### config.mk
export PLATFORM = sky130hd
export DESIGN_NAME = shell_script_ansi_colorizer_flat
export DESIGN_NICKNAME = d
export VERILOG_FILES = /design/src/sv/sac_pkg.sv /design/src/sv/sac_in_if.sv /design/src/sv/sac_out_if.sv /design/src/sv/sac_front.sv /design/src/sv/sac_fifo.sv /design/src/sv/sac_back.sv /design/src/sv/shell_script_ansi_colorizer.sv /design/src/flat_wrapper.sv
export SDC_FILE = /design/constraint.sdc
export NUM_CORES = 1
export LEC_CHECK = 0
export ABC_AREA = 0
export BUFFER_PORTS_ARGS = -buffer_cell sky130_fd_sc_hd__buf_4
export CAP_MARGIN = 0
export CELL_PAD_IN_SITES_DETAIL_PLACEMENT = 1
export CELL_PAD_IN_SITES_GLOBAL_PLACEMENT = 1
export CORE_AREA = 4 4 92 94
export DETAILED_ROUTE_END_ITERATION = 8
export DIE_AREA = 0 0 96 98
export PLACE_DENSITY_LB_ADDON = 0.25
export SLEW_MARGIN = 40
export SYNTH_ARGS = -nofsm -noshare
export SYNTH_HDL_FRONTEND = slang
export SYNTH_HIERARCHICAL = 1
export SYNTH_SLANG_ARGS = --single-unit
### constraint.sdc
create_clock -name clk -period 2.6 [get_ports clk]
set_input_delay 0.52 -clock clk [delete_from_list [all_inputs] [get_ports clk]]
set_output_delay 0.52 -clock clk [all_outputs]
set_load 0.01 [all_outputs]
### src/sv/sac_pkg.sv
package sac_pkg;

	localparam int QUEUE_DEPTH_DEF = 2;

	localparam int SEQ_LEN   = 5;
	localparam int RESET_LEN = 4;
	localparam int IDX_W     = 3;

	localparam logic [1:0] SCHEME_DEFAULT = 2'd0;
	localparam logic [1:0] SCHEME_NANO    = 2'd1;
	localparam logic [1:0] SCHEME_VIM     = 2'd2;

	localparam logic [7:0] CH_ESC   = 8'h1b;
	localparam logic [7:0] CH_LBR   = 8'h5b;
	localparam logic [7:0] CH_M     = 8'h6d;
	localparam logic [7:0] CH_0     = 8'h30;
	localparam logic [7:0] CH_1     = 8'h31;
	localparam logic [7:0] CH_2     = 8'h32;
	localparam logic [7:0] CH_3     = 8'h33;
	localparam logic [7:0] CH_5     = 8'h35;
	localparam logic [7:0] CH_9     = 8'h39;
	localparam logic [7:0] CH_HASH  = 8'h23;
	localparam logic [7:0] CH_BANG  = 8'h21;
	localparam logic [7:0] CH_LF    = 8'h0a;
	localparam logic [7:0] CH_DQUOTE = 8'h22;
	localparam logic [7:0] CH_SQUOTE = 8'h27;

	typedef enum logic [1:0] {
		COL_NONE,
		COL_COMMENT,
		COL_STRING,
		COL_SHEBANG
	} color_t;

	// One command per input byte that produces output. The back end emits, in order:
	// an optional '#', an optional color sequence, c_byte, an optional '!' and an
	// optional reset sequence.
	typedef struct packed {
		logic       a_en;
		color_t     col;
		logic [7:0] c_byte;
		logic       d_en;
		logic       e_en;
	} cmd_t;

	function automatic logic [7:0] color_byte(color_t col, logic [1:0] scheme,
			logic [IDX_W-1:0] idx);
		logic [7:0] d1;
		logic [7:0] d2;
		logic [7:0] b;
		case (col)
			COL_COMMENT: begin
				d1 = (scheme == SCHEME_NANO) ? CH_9 : CH_3;
				d2 = CH_2;
			end
			COL_SHEBANG: begin
				d1 = CH_9;
				d2 = (scheme == SCHEME_VIM) ? CH_5 : CH_1;
			end
			default: begin
				d1 = CH_3;
				d2 = CH_3;
			end
		endcase
		case (idx)
			3'd0:    b = CH_ESC;
			3'd1:    b = CH_LBR;
			3'd2:    b = d1;
			3'd3:    b = d2;
			default: b = CH_M;
		endcase
		return b;
	endfunction

	function automatic logic [7:0] reset_byte(logic [1:0] idx);
		logic [7:0] b;
		case (idx)
			2'd0:    b = CH_ESC;
			2'd1:    b = CH_LBR;
			2'd2:    b = CH_0;
			default: b = CH_M;
		endcase
		return b;
	endfunction

endpackage

### src/sv/sac_in_if.sv
interface sac_in_if;
	logic       valid;
	logic       ready;
	logic [7:0] in_byte;
	logic       end_of_script;

	modport source (output valid, output in_byte, output end_of_script, input ready);
	modport sink (input valid, input in_byte, input end_of_script, output ready);
endinterface

### src/sv/sac_out_if.sv
interface sac_out_if;
	logic       valid;
	logic       ready;
	logic [7:0] out_byte;
	logic       last_out;

	modport source (output valid, output out_byte, output last_out, input ready);
	modport sink (input valid, input out_byte, input last_out, output ready);
endinterface

### src/sv/sac_front.sv
module sac_front (
	input  logic          clk,
	input  logic          arst_n,
	sac_in_if.sink        in_ch,
	input  logic          q_full,
	output logic          q_push,
	output sac_pkg::cmd_t q_data
);
	import sac_pkg::*;

	logic in_comment_q, in_string_q, quote_kind_q, on_first_line_q;
	logic at_start_q, held_hash_q, in_shebang_q;
	logic n_in_comment, n_in_string, n_quote_kind, n_on_first_line;
	logic n_at_start, n_held_hash, n_in_shebang;

	logic [7:0] c;
	logic       eos;
	logic       is_quote;
	logic [7:0] closer;
	logic       use_plain;
	logic       emit;
	logic       accept;
	cmd_t       cmd;

	assign c        = in_ch.in_byte;
	assign eos      = in_ch.end_of_script;
	assign is_quote = (c == CH_DQUOTE) || (c == CH_SQUOTE);
	assign closer   = quote_kind_q ? CH_SQUOTE : CH_DQUOTE;

	assign in_ch.ready = !q_full;
	assign accept      = in_ch.valid && in_ch.ready;
	assign q_push      = accept && emit;
	assign q_data      = cmd;

	always_comb begin
		cmd             = '0;
		cmd.col         = COL_NONE;
		cmd.c_byte      = c;
		emit            = 1'b1;
		use_plain       = 1'b0;
		n_in_comment    = in_comment_q;
		n_in_string     = in_string_q;
		n_quote_kind    = quote_kind_q;
		n_on_first_line = on_first_line_q;
		n_at_start      = at_start_q;
		n_held_hash     = held_hash_q;
		n_in_shebang    = in_shebang_q;

		if (in_shebang_q) begin
			if (c == CH_LF || eos) begin
				cmd.e_en        = 1'b1;
				n_in_shebang    = 1'b0;
				n_on_first_line = 1'b0;
			end
		end else if (held_hash_q) begin
			n_held_hash = 1'b0;
			if (c == CH_BANG) begin
				cmd.col      = COL_SHEBANG;
				cmd.c_byte   = CH_HASH;
				cmd.d_en     = 1'b1;
				cmd.e_en     = eos;
				n_in_shebang = !eos;
			end else begin
				// The held '#' sits on the first line, so it goes out as plain text.
				cmd.a_en  = 1'b1;
				use_plain = 1'b1;
			end
		end else if (at_start_q) begin
			n_at_start = 1'b0;
			if (c == CH_HASH && !eos) begin
				n_held_hash = 1'b1;
				emit        = 1'b0;
			end else begin
				use_plain = 1'b1;
			end
		end else begin
			use_plain = 1'b1;
		end

		if (use_plain) begin
			if (!in_string_q && c == CH_HASH && !on_first_line_q) begin
				if (!in_comment_q) begin
					cmd.col = COL_COMMENT;
				end
				n_in_comment = 1'b1;
			end else if (!in_comment_q && !in_string_q && is_quote) begin
				cmd.col      = COL_STRING;
				n_in_string  = 1'b1;
				n_quote_kind = (c == CH_SQUOTE);
			end else if (in_string_q && c == closer) begin
				cmd.e_en    = 1'b1;
				n_in_string = 1'b0;
			end else if (in_comment_q && c == CH_LF) begin
				cmd.e_en        = 1'b1;
				n_in_comment    = 1'b0;
				n_on_first_line = 1'b0;
			end else if (c == CH_LF) begin
				n_on_first_line = 1'b0;
			end
		end

		if (eos) begin
			if (n_in_comment || n_in_string) begin
				cmd.e_en = 1'b1;
			end
			n_in_comment    = 1'b0;
			n_in_string     = 1'b0;
			n_quote_kind    = 1'b0;
			n_on_first_line = 1'b1;
			n_at_start      = 1'b1;
			n_held_hash     = 1'b0;
			n_in_shebang    = 1'b0;
		end
	end

	always_ff @(posedge clk or negedge arst_n) begin
		if (!arst_n) begin
			in_comment_q    <= 1'b0;
			in_string_q     <= 1'b0;
			quote_kind_q    <= 1'b0;
			on_first_line_q <= 1'b1;
			at_start_q      <= 1'b1;
			held_hash_q     <= 1'b0;
			in_shebang_q    <= 1'b0;
		end else if (accept) begin
			in_comment_q    <= n_in_comment;
			in_string_q     <= n_in_string;
			quote_kind_q    <= n_quote_kind;
			on_first_line_q <= n_on_first_line;
			at_start_q      <= n_at_start;
			held_hash_q     <= n_held_hash;
			in_shebang_q    <= n_in_shebang;
		end
	end

	a_hold_clean: assert property (@(posedge clk) disable iff (!arst_n)
		held_hash_q |-> (on_first_line_q && !in_comment_q && !in_string_q && !at_start_q))
		else $error("held hash outside the start of a script");

	a_shebang_clean: assert property (@(posedge clk) disable iff (!arst_n)
		in_shebang_q |-> (!held_hash_q && !in_comment_q && !in_string_q && on_first_line_q))
		else $error("shebang line overlaps another mode");

	a_modes_exclusive: assert property (@(posedge clk) disable iff (!arst_n)
		!(in_comment_q && in_string_q))
		else $error("comment and string open at once");

	a_hold_emits_nothing: assert property (@(posedge clk) disable iff (!arst_n)
		(accept && at_start_q && !in_shebang_q && !held_hash_q && c == CH_HASH && !eos)
		|-> !q_push)
		else $error("held hash produced output");

endmodule

### src/sv/sac_fifo.sv
module sac_fifo #(
	parameter int DEPTH = sac_pkg::QUEUE_DEPTH_DEF
) (
	input  logic          clk,
	input  logic          arst_n,
	input  logic          push,
	input  sac_pkg::cmd_t push_data,
	output logic          full,
	input  logic          pop,
	output sac_pkg::cmd_t pop_data,
	output logic          not_empty
);
	import sac_pkg::*;

	localparam int PTR_W = (DEPTH > 1) ? $clog2(DEPTH) : 1;
	localparam int CNT_W = $clog2(DEPTH + 1);

	cmd_t             mem_q [DEPTH];
	logic [PTR_W-1:0] wr_ptr_q;
	logic [PTR_W-1:0] rd_ptr_q;
	logic [CNT_W-1:0] count_q;
	logic             do_push;
	logic             do_pop;

	assign full      = (count_q == CNT_W'(DEPTH));
	assign not_empty = (count_q != '0);
	assign do_push   = push && !full;
	assign do_pop    = pop && not_empty;
	assign pop_data  = mem_q[rd_ptr_q];

	always_ff @(posedge clk) begin
		if (do_push) begin
			mem_q[wr_ptr_q] <= push_data;
		end
	end

	always_ff @(posedge clk or negedge arst_n) begin
		if (!arst_n) begin
			wr_ptr_q <= '0;
			rd_ptr_q <= '0;
			count_q  <= '0;
		end else begin
			if (do_push) begin
				wr_ptr_q <= (wr_ptr_q == PTR_W'(DEPTH - 1)) ? '0 : wr_ptr_q + 1'b1;
			end
			if (do_pop) begin
				rd_ptr_q <= (rd_ptr_q == PTR_W'(DEPTH - 1)) ? '0 : rd_ptr_q + 1'b1;
			end
			if (do_push && !do_pop) begin
				count_q <= count_q + 1'b1;
			end else if (do_pop && !do_push) begin
				count_q <= count_q - 1'b1;
			end
		end
	end

	a_count_bound: assert property (@(posedge clk) disable iff (!arst_n)
		count_q <= CNT_W'(DEPTH))
		else $error("queue count beyond depth");

	a_no_overflow: assert property (@(posedge clk) disable iff (!arst_n)
		push |-> !full)
		else $error("push into a full queue");

	a_count_tracks: assert property (@(posedge clk) disable iff (!arst_n)
		(do_push && !do_pop) |=> (count_q == $past(count_q) + 1'b1))
		else $error("queue count missed a push");

endmodule

### src/sv/sac_back.sv
module sac_back (
	input  logic          clk,
	input  logic          arst_n,
	input  logic [1:0]    scheme,
	input  logic          q_valid,
	input  sac_pkg::cmd_t q_data,
	output logic          q_pop,
	sac_out_if.source     out_ch
);
	import sac_pkg::*;

	typedef enum logic [2:0] {
		PH_A,
		PH_B,
		PH_C,
		PH_D,
		PH_E
	} phase_t;

	logic             valid_q;
	cmd_t             cmd_q;
	phase_t           phase_q;
	logic [IDX_W-1:0] idx_q;

	logic   phase_end;
	logic   more;
	phase_t next_phase;
	phase_t first_phase;
	logic   fire;
	logic   load;

	always_comb begin
		case (phase_q)
			PH_A:    out_ch.out_byte = CH_HASH;
			PH_B:    out_ch.out_byte = color_byte(cmd_q.col, scheme, idx_q);
			PH_C:    out_ch.out_byte = cmd_q.c_byte;
			PH_D:    out_ch.out_byte = CH_BANG;
			default: out_ch.out_byte = reset_byte(idx_q[1:0]);
		endcase
	end

	always_comb begin
		phase_end  = 1'b1;
		more       = 1'b0;
		next_phase = PH_C;
		case (phase_q)
			PH_A: begin
				more       = 1'b1;
				next_phase = (cmd_q.col != COL_NONE) ? PH_B : PH_C;
			end
			PH_B: begin
				phase_end  = (idx_q == IDX_W'(SEQ_LEN - 1));
				more       = 1'b1;
				next_phase = PH_C;
			end
			PH_C: begin
				more       = cmd_q.d_en || cmd_q.e_en;
				next_phase = cmd_q.d_en ? PH_D : PH_E;
			end
			PH_D: begin
				more       = cmd_q.e_en;
				next_phase = PH_E;
			end
			default: begin
				phase_end = (idx_q == IDX_W'(RESET_LEN - 1));
				more      = 1'b0;
			end
		endcase
	end

	always_comb begin
		if (q_data.a_en) begin
			first_phase = PH_A;
		end else if (q_data.col != COL_NONE) begin
			first_phase = PH_B;
		end else begin
			first_phase = PH_C;
		end
	end

	assign out_ch.valid    = valid_q;
	assign out_ch.last_out = phase_end && !more;
	assign fire            = valid_q && out_ch.ready;
	// The next command loads in the cycle its predecessor's last byte leaves.
	assign load            = !valid_q || (fire && out_ch.last_out);
	assign q_pop           = load && q_valid;

	always_ff @(posedge clk or negedge arst_n) begin
		if (!arst_n) begin
			valid_q <= 1'b0;
			phase_q <= PH_C;
			idx_q   <= '0;
			cmd_q   <= '0;
		end else if (load) begin
			valid_q <= q_valid;
			if (q_valid) begin
				cmd_q   <= q_data;
				phase_q <= first_phase;
				idx_q   <= '0;
			end
		end else if (fire) begin
			if (phase_end) begin
				phase_q <= next_phase;
				idx_q   <= '0;
			end else begin
				idx_q <= idx_q + 1'b1;
			end
		end
	end

	a_seq_has_color: assert property (@(posedge clk) disable iff (!arst_n)
		(valid_q && phase_q == PH_B) |-> (cmd_q.col != COL_NONE))
		else $error("color phase without a color");

	a_bang_enabled: assert property (@(posedge clk) disable iff (!arst_n)
		(valid_q && phase_q == PH_D) |-> cmd_q.d_en)
		else $error("bang phase not requested");

	a_reset_enabled: assert property (@(posedge clk) disable iff (!arst_n)
		(valid_q && phase_q == PH_E) |-> cmd_q.e_en)
		else $error("reset phase not requested");

	a_idx_bound: assert property (@(posedge clk) disable iff (!arst_n)
		valid_q |-> ((phase_q == PH_B && idx_q < IDX_W'(SEQ_LEN)) ||
			(phase_q == PH_E && idx_q < IDX_W'(RESET_LEN)) ||
			(phase_q != PH_B && phase_q != PH_E && idx_q == '0)))
		else $error("sequence index out of range");

endmodule

### src/sv/shell_script_ansi_colorizer.sv
// Shell-script colorizer: script bytes enter on in_ch, one transaction per byte, and leave on
// out_ch with ANSI color sequences put round a leading shebang line, comments and quoted
// strings; last_out marks the final output byte caused by each input byte. The input side
// takes one byte per cycle while the small command queue has room. The output side sends one
// byte per cycle while out_ch.ready is high, and an input byte gives 1 to 11 output bytes (1
// for plain text, 5 more for a color, 4 more for a reset, 1 more for a '#' or a '!'); sustained
// rate is one input byte per cycle for plain text while out_ch.ready is high and is set by the
// output sequencer. A first byte '#' is held with no output until the next byte shows whether it
// starts a shebang. An input's first output byte passes through the command queue and the
// sequencer's command register before it can be taken. color_scheme is written through cfg_we
// and cfg_wdata (0 default, 1 nano, 2 vim, 3 acts as default) and must only change while idle.
module shell_script_ansi_colorizer #(
	parameter int QUEUE_DEPTH = sac_pkg::QUEUE_DEPTH_DEF
) (
	input  logic       clk,
	input  logic       arst_n,
	sac_in_if.sink     in_ch,
	sac_out_if.source  out_ch,
	input  logic       cfg_we,
	input  logic [1:0] cfg_wdata
);
	import sac_pkg::*;

	logic [1:0] color_scheme_q;
	logic       q_full;
	logic       q_push;
	cmd_t       q_wdata;
	logic       q_pop;
	cmd_t       q_rdata;
	logic       q_valid;

	always_ff @(posedge clk or negedge arst_n) begin
		if (!arst_n) begin
			color_scheme_q <= SCHEME_DEFAULT;
		end else if (cfg_we) begin
			color_scheme_q <= cfg_wdata;
		end
	end

	sac_front u_front (
		.clk    (clk),
		.arst_n (arst_n),
		.in_ch  (in_ch),
		.q_full (q_full),
		.q_push (q_push),
		.q_data (q_wdata)
	);

	sac_fifo #(
		.DEPTH (QUEUE_DEPTH)
	) u_fifo (
		.clk       (clk),
		.arst_n    (arst_n),
		.push      (q_push),
		.push_data (q_wdata),
		.full      (q_full),
		.pop       (q_pop),
		.pop_data  (q_rdata),
		.not_empty (q_valid)
	);

	sac_back u_back (
		.clk     (clk),
		.arst_n  (arst_n),
		.scheme  (color_scheme_q),
		.q_valid (q_valid),
		.q_data  (q_rdata),
		.q_pop   (q_pop),
		.out_ch  (out_ch)
	);

endmodule
### src/flat_wrapper.sv
// flat-port wrapper written by rule: the top's interface ports become plain ports
module shell_script_ansi_colorizer_flat import sac_pkg::*;
#(
	parameter int QUEUE_DEPTH = sac_pkg::QUEUE_DEPTH_DEF
)
  (clk, arst_n, cfg_we, cfg_wdata, in_ch_valid, in_ch_in_byte, in_ch_end_of_script, in_ch_ready, out_ch_valid, out_ch_out_byte, out_ch_last_out, out_ch_ready);
  sac_in_if in_ch_i ();
  sac_out_if out_ch_i ();
  input  logic clk;
  input  logic arst_n;
  input  logic cfg_we;
  input  logic [1:0] cfg_wdata;
  input wire logic [$bits(in_ch_i.valid)-1:0] in_ch_valid;
  input wire logic [$bits(in_ch_i.in_byte)-1:0] in_ch_in_byte;
  input wire logic [$bits(in_ch_i.end_of_script)-1:0] in_ch_end_of_script;
  output wire logic [$bits(in_ch_i.ready)-1:0] in_ch_ready;
  output wire logic [$bits(out_ch_i.valid)-1:0] out_ch_valid;
  output wire logic [$bits(out_ch_i.out_byte)-1:0] out_ch_out_byte;
  output wire logic [$bits(out_ch_i.last_out)-1:0] out_ch_last_out;
  input wire logic [$bits(out_ch_i.ready)-1:0] out_ch_ready;
  assign in_ch_i.valid = in_ch_valid;
  assign in_ch_i.in_byte = in_ch_in_byte;
  assign in_ch_i.end_of_script = in_ch_end_of_script;
  assign in_ch_ready = in_ch_i.ready;
  assign out_ch_valid = out_ch_i.valid;
  assign out_ch_out_byte = out_ch_i.out_byte;
  assign out_ch_last_out = out_ch_i.last_out;
  assign out_ch_i.ready = out_ch_ready;
  shell_script_ansi_colorizer #(.QUEUE_DEPTH(QUEUE_DEPTH)) u_core (.clk(clk), .arst_n(arst_n), .in_ch(in_ch_i), .out_ch(out_ch_i), .cfg_we(cfg_we), .cfg_wdata(cfg_wdata));
endmodule
Yosys cells after proc, flatten, opt, wreduce, memory -nomap -nowiden
Memory sizes are Yosys's and may differ from the RTL's.
Cells that the tools add are included.
{"block": "op_classes", "n_addsub": 5, "eq_ne": 24, "muxes": 89, "reduce_logical": 50}
{"op": "8-bit case mux with 4 select lines", "n": 2}
{"op": "1-bit two-way mux", "n": 57}
{"op": "3-bit two-way mux", "n": 11}
{"op": "8-bit by 6-bit equality test with 1-bit output, second input constant", "n": 4}
{"op": "12-bit two-way mux", "n": 2}
{"op": "7-bit case mux with 3 select lines", "n": 1}
{"op": "2-bit two-way mux", "n": 9}
{"op": "1-bit logical AND", "n": 17}
{"op": "2-bit nonzero test", "n": 8}
{"op": "13-bit two-way mux", "n": 1}
{"op": "3-bit by 2-bit equality test with 1-bit output, second input constant", "n": 4}
{"op": "1-bit zero test", "n": 9}
{"op": "3-bit case mux with 3 select lines", "n": 1}
{"op": "2-bit equality test, second input constant", "n": 4}
{"op": "8-bit by 4-bit equality test with 1-bit output, second input constant", "n": 1}
{"op": "8-bit by 6-bit equality test with 1-bit output", "n": 1}
{"op": "2-bit inequality test, second input constant", "n": 4}
{"op": "4-bit case mux with 2 select lines", "n": 1}
{"op": "2-bit by 1-bit equality test with 1-bit output, second input constant", "n": 3}
{"op": "3-bit by 1-bit equality test with 1-bit output, second input constant", "n": 2}
{"op": "3-bit zero test", "n": 2}
{"op": "3-bit case mux with 2 select lines", "n": 1}
{"op": "2-bit AND reduction", "n": 3}
{"op": "3-bit AND reduction", "n": 2}
{"op": "13 further kinds", "n": 18}
{"block": "totals", "register_bits": 32, "ram_bits": 26, "in_bits": 16, "output_inout_bits": 11, "word_cells": 187, "memories": 1}
{"name": "u_core.u_fifo.mem_q", "depth": 2, "width": 13, "read_ports": 1, "rd_ports_with_merged_regs": 0, "wr": 1, "line": "sac_fifo.sv:18", "rtl": "cmd_t mem_q [DEPTH];"}

Depth between registers and ports, before layout
{"block": "logic_depth", "word_depth": 12, "mapped_depth": 15, "ltp_nobuf": 13}

Modules after synthesis
The synthesis kept the hierarchy.
{"mod": "sac_back", "instances": 1, "cells_per_inst": 144, "area_per_inst_um2": 1343.8, "seq_area_each_um2": 476.7}
{"mod": "sac_fifo", "instances": 1, "cells_per_inst": 59, "area_per_inst_um2": 1141.1, "seq_area_each_um2": 880.8}
{"mod": "sac_front", "instances": 1, "cells_per_inst": 85, "area_per_inst_um2": 654.4, "seq_area_each_um2": 177.7}
{"mod": "shell_script_ansi_colorizer", "instances": 1, "cells_per_inst": 4, "area_per_inst_um2": 72.6, "seq_area_each_um2": 50.0}

Worst setup path before layout
Ideal clock, no wire load.
{"block": "synth_timing", "path_type": "reg2reg", "from": "register u_core.u_back.idx_q[0]", "to": "register u_core.u_fifo.count_q[1]", "setup_ns": 0.125, "arrival_time_ns": 2.364, "t_required_ns": 2.475, "slack_ns": 0.111, "path_stages_with_launch": 16, "n_path_buf": 2, "period_less_slack_ns": 2.489, "cell_sequence": "dfrtp_1 ha_1 ha_1 clkbuf_1 nand2_1 o31a_4 clkinv_2 a21boi_2 nand2b_4 buf_6 inv_1 nand2_2 ha_1 xor2_1 nor2_1 xor2_1"}
{"block": "synth_via", "elab_chain_cells": 10, "word_cells_on_any_way": 13, "cone_classes": "2 x eq/ne; 2 x mux; 9 x reduce/logical"}
{"item": "start, declared", "line": "sac_back.sv:23", "rtl": "logic [IDX_W-1:0] idx_q;"}
{"item": "start signal, assigned", "line": "sac_back.sv:106", "rtl": "idx_q <= idx_q + 1'b1;"}
{"item": "3-bit by 2-bit equality test with 1-bit output / 3-bit equality test (equally long branches)", "line": "sac_back.sv:65, sac_back.sv:52"}
{"item": "1-bit case mux with 2 select lines *", "line": "sac_back.sv:46", "rtl": "case (phase_q)"}
{"item": "1-bit logical AND *", "line": "sac_back.sv:82", "rtl": "assign out_ch.last_out = phase_end && !more;"}
{"item": "net out_ch_last_out", "line": "flat_wrapper.sv:19", "rtl": "output wire logic [$bits(out_ch_i.last_out)-1:0] out_ch_last_out;"}
{"item": "1-bit logical AND *", "line": "sac_back.sv:85", "rtl": "assign load = !valid_q || (fire && out_ch.last_out);"}
{"item": "1-bit logical OR *", "line": "sac_back.sv:85"}
{"item": "1-bit logical AND *", "line": "sac_back.sv:86", "rtl": "assign q_pop = load && q_valid;"}
{"item": "net u_core.q_pop", "line": "shell_script_ansi_colorizer.sv:28", "rtl": "logic q_pop;"}
{"item": "1-bit logical AND *", "line": "sac_fifo.sv:28", "rtl": "assign do_pop = pop && not_empty;"}
{"item": "1-bit zero test", "line": "sac_fifo.sv:49", "rtl": "if (do_push && !do_pop) begin"}
{"item": "1-bit logical AND", "line": "sac_fifo.sv:49"}
{"item": "2-bit two-way mux / 2-bit nonzero test (equally long branches)"}
{"item": "end signal, assigned", "line": "sac_fifo.sv:50", "rtl": "count_q <= count_q + 1'b1;"}
{"item": "end signal, assigned", "line": "sac_fifo.sv:52", "rtl": "count_q <= count_q - 1'b1;"}
{"item": "end, declared", "line": "sac_fifo.sv:21", "rtl": "logic [CNT_W-1:0] count_q;"}
The timed path passes the listed nets; every way through them passes the cells marked *.
A chain may end at the register's enable or synchronous reset.

Final worst setup path
{"block": "layout_timing", "from": "register u_core.u_back.idx_q[0]", "to": "output port out_ch_out_byte[5]"}
{"block": "layout_via", "elab_chain_cells": 3, "word_cells_on_any_way": 10, "cone_classes": "5 x eq/ne; 3 x mux; 2 x reduce/logical"}
{"item": "3-bit by 2-bit equality test with 1-bit output, or another cell as far along", "line": "sac_pkg.sv:65", "rtl": "case (idx)"}
{"item": "8-bit case mux with 4 select lines / 7-bit case mux with 3 select lines (equally long branches)", "line": "sac_pkg.sv:65, sac_pkg.sv:77"}
{"item": "8-bit case mux with 4 select lines *", "line": "sac_back.sv:33", "rtl": "case (phase_q)"}
{"item": "end, declared", "line": "flat_wrapper.sv:18", "rtl": "output wire logic [$bits(out_ch_i.out_byte)-1:0] out_ch_out_byte;"}
Mark *: on every way between the ends. The rest lies on a longest branch, timed or not.

==> out/qor.yml <==
die:
  num_rows: 32
  fp.dieArea_um2: 9410
  die_y_um: 98
  ios: 27
  die_w_um: 96
  core_area_um2: 7650
  initial_core_util: 0.420
sta:
  post-route-period-util: 0.949
  relSlewSlack: 0.567
  tns_ps: 0
  slew_viol_final: 0
  fmax_mhz: 405
  fin_hold_ws_ps: 129
  period_minus_slack_ps: 2470
  clock_skew_ps: 8.42
  setup_viol: 0
  tightest_slew_ps: 649
  hold_viol_final: 0
  rsz0062_at_grt: "false"
setup_path:
  critical_path_class: "flip-flop to primary output"
  crit_arrival_ps: 1950
  max_stage_delay_ps: 450
  path_cells: "ha_2 > ha_4 > or3_1 > o32ai_2 > o21ai_1 > buf_4"
  crit_path_top_delay_cell: "dfrtp_2"
  critPathRequiredTime_ps: 2080
  start_kind: "flip-flop"
  crit_fanout: 9
  cp-end-kind: "primary output"
placement:
  dp_cells: 410
  portBuffers: 26
  gp_congestion: 0.832
  dpl.hpwl_um: 5000
clock_network:
  post_cts_buffers: 0
  cts.sinks: 58
  root_buffer: "clkbuf_8"
  clk_latency_ps: 330
  htreeDepth: 3
  cts_max_path_buffers: 2
  cts_tree: "yes"
  clkTransAtPathRegs_ps: 70
  cts_made_buffers: 9
final_layout:
  diodes: 0
  fin_util: 0.494
  final_cell_mix: "buf_4, dfrtp_1, edfxtp_1"
  stdcell_count: 426
  layout_commonest_cell: "buf_4"
  area_growth_pct: 17.7
  drive_gt1_frac: 0.333
  fin_nets: 342
power_and_ir_drop:
  ir_drop_mv: 0.399
  powerDensity_nw_per_um2: 1100
  p_total_w: 0.00415
  p_leak_nw: 1.58
global_route:
  grt-ovfl-total: 0
  groute.usage.overall: 0.160
  antenna_found_initial: 0
  first_global_vias: 2462
  grt_start_max_net_pins: 33
  grt_pass1_wl_um: 11900
synth:
  synthFlopType: "dfrtp_1"
  seq_area_frac_synth: 0.494
  synth_nets: 315
  synth_cells: 292
  ys_ff_latch: 58
  ys_async_sr_fraction: 0.552
  synth_cell_type_count: 60
  ys_warn_count: 6
  synth_area_um2: 3210
  synth_edf_count: 26
  avgSynthCellArea_um2: 11.0
drt:
  wirelength_um: 6910
  drt_iter0_markers: 64
  detail-route-antenna-nets: 0
  vias: 2289
  wire_per_inst_um: 16.2
  post-route-drc-count: 0
  drtPass1Iterations: 4
  viasPerCell: 5.37
run_status:
  status: "finished clean"
run:
  cap_violations: 0
worst_hold_path:
  hold_class: "input port to async pin"
-- cells by family (layout without fill, tap and decap cells) --
family | count (synthesis) | in the layout | share of synthesized area
AOI/OAI and AO/OA | 59 | 59 | 0.125
xor gates and xnor gates | 6 | 6 | 0.0164
adders and majority gates | 7 | 7 | 0.0273
buffers and inverters | 35 | 67 | 0.0475
DFF | 58 | 58 | 0.494
muxes | 32 | 32 | 0.122
and+or+nand+nor | 95 | 95 | 0.169
-- critical path, delay by kind of cell, from the launching register on --
| family | cells | cell delay, ps |
|---|---|---|
| adder cells (fa/ha/maj) | 2 | 410 |
| flip-flops | 1 | 450 |
| AND/OR/NAND/NOR | 1 | 330 |
| buffers and inverters | 1 | 140 |
| AO/OA/AOI/OAI | 2 | 290 |
-- metrics by stage --
step	instance area, um2	setup WS [ps]
global route	3780	2.57
global placement	3510	159
floorplan	3210	111
finish	3780	133
CTS	3740	21.1
detailed placement	3510	154
-- path summary, 6_finish.rpt --
path,start,end,slack [ps],depth (start not counted)
max,u_core/u_back/idx_q[0]$_DFFE_PN0P_,out_ch_out_byte[5],130,6
min in group clk,in_ch_in_byte[5],u_core/u_fifo/mem_q[0][7]$_DFFE_PP_,400,1
min,arst_n,u_core/color_scheme_q[0]$_DFFE_PN0P_,130,1
max in group asynchronous,arst_n,u_core/u_back/phase_q[1]$_DFFE_PN1P_,2100,1
min reg2reg,u_core/u_back/cmd_q[9]$_DFFE_PN0P_,u_core/u_back/cmd_q[9]$_DFFE_PN0P_,510,1
max reg2reg,u_core/u_back/idx_q[0]$_DFFE_PN0P_,u_core/u_fifo/count_q[1]$_DFFE_PN0P_,420,12
-- layout make-up --
cell class,instances,area [um2]
tap,102,128
timing repair buffer,34,255
clock buffer,10,128
fill,851,3870
sequential,58,1590
inverter,17,65.1
multi-input combinational,199,1540
clock inverter,6,81.3
-- sequential cells by signal, summed over array words and instances, names as in the netlist --
signal                          cells
u_core/color_scheme_q               2
u_core/u_back/cmd_q                12
u_core/u_back/idx_q                 3
u_core/u_back/out_ch.valid          1
u_core/u_back/phase_q               3
u_core/u_fifo/count_q               2
u_core/u_fifo/mem_q                26
u_core/u_fifo/rd_ptr_q              1
u_core/u_fifo/wr_ptr_q              1
u_core/u_front/at_start_q           1
u_core/u_front/held_hash_q          1
u_core/u_front/in_comment_q         1
u_core/u_front/in_shebang_q         1
u_core/u_front/in_string_q          1
u_core/u_front/on_first_line_q      1
u_core/u_front/quote_kind_q         1
-- synth_stat cells (4+ instances only) --
master     n  area, um2
dfrtp_1   29        726
edfxtp_1  26        781
o21ai_0   24        120
mux2_2    20        225
nand2_1   20       75.1
nor2_1    17       63.8
inv_1     16       60.1
clkbuf_1  14       52.6
nand2b_1  10       62.6
mux2_4     9        135
ha_1       7       87.6
nand3_1    7       35.0
a21oi_1    5       25.0
nor2b_1    5       31.3
nor3_1     5       25.0
a22o_1     4       35.0
and2_1     4       25.0
nand4_1    4       25.0
xnor2_1    4       35.0
-- what timing repair did --
action                     4_1_cts  5_1_grt
setup endpoints to repair        5        5
hold buffers                     0        0
pin swaps                        1        1
resized for setup                5       13
-- power by group --
part           total, W  switching, W  internal [W]
combinational   0.00173      0.000835      0.000899
sequential      0.00153      0.000261       0.00127
clock          0.000887      0.000353      0.000533
total           0.00415       0.00145       0.00271
-- per-layer routing --
metal | GRT usage | wire length [um] | vias up
met1 | 0.205 | 3010 | 1134
met5 | 0 | 0 | -
met4 | 0.0569 | 118 | 0
li1 | - | - | 1103
met2 | 0.261 | 3530 | 42
met3 | 0.0393 | 253 | 10
No activity file was read; power rests on OpenSTA's default activity.
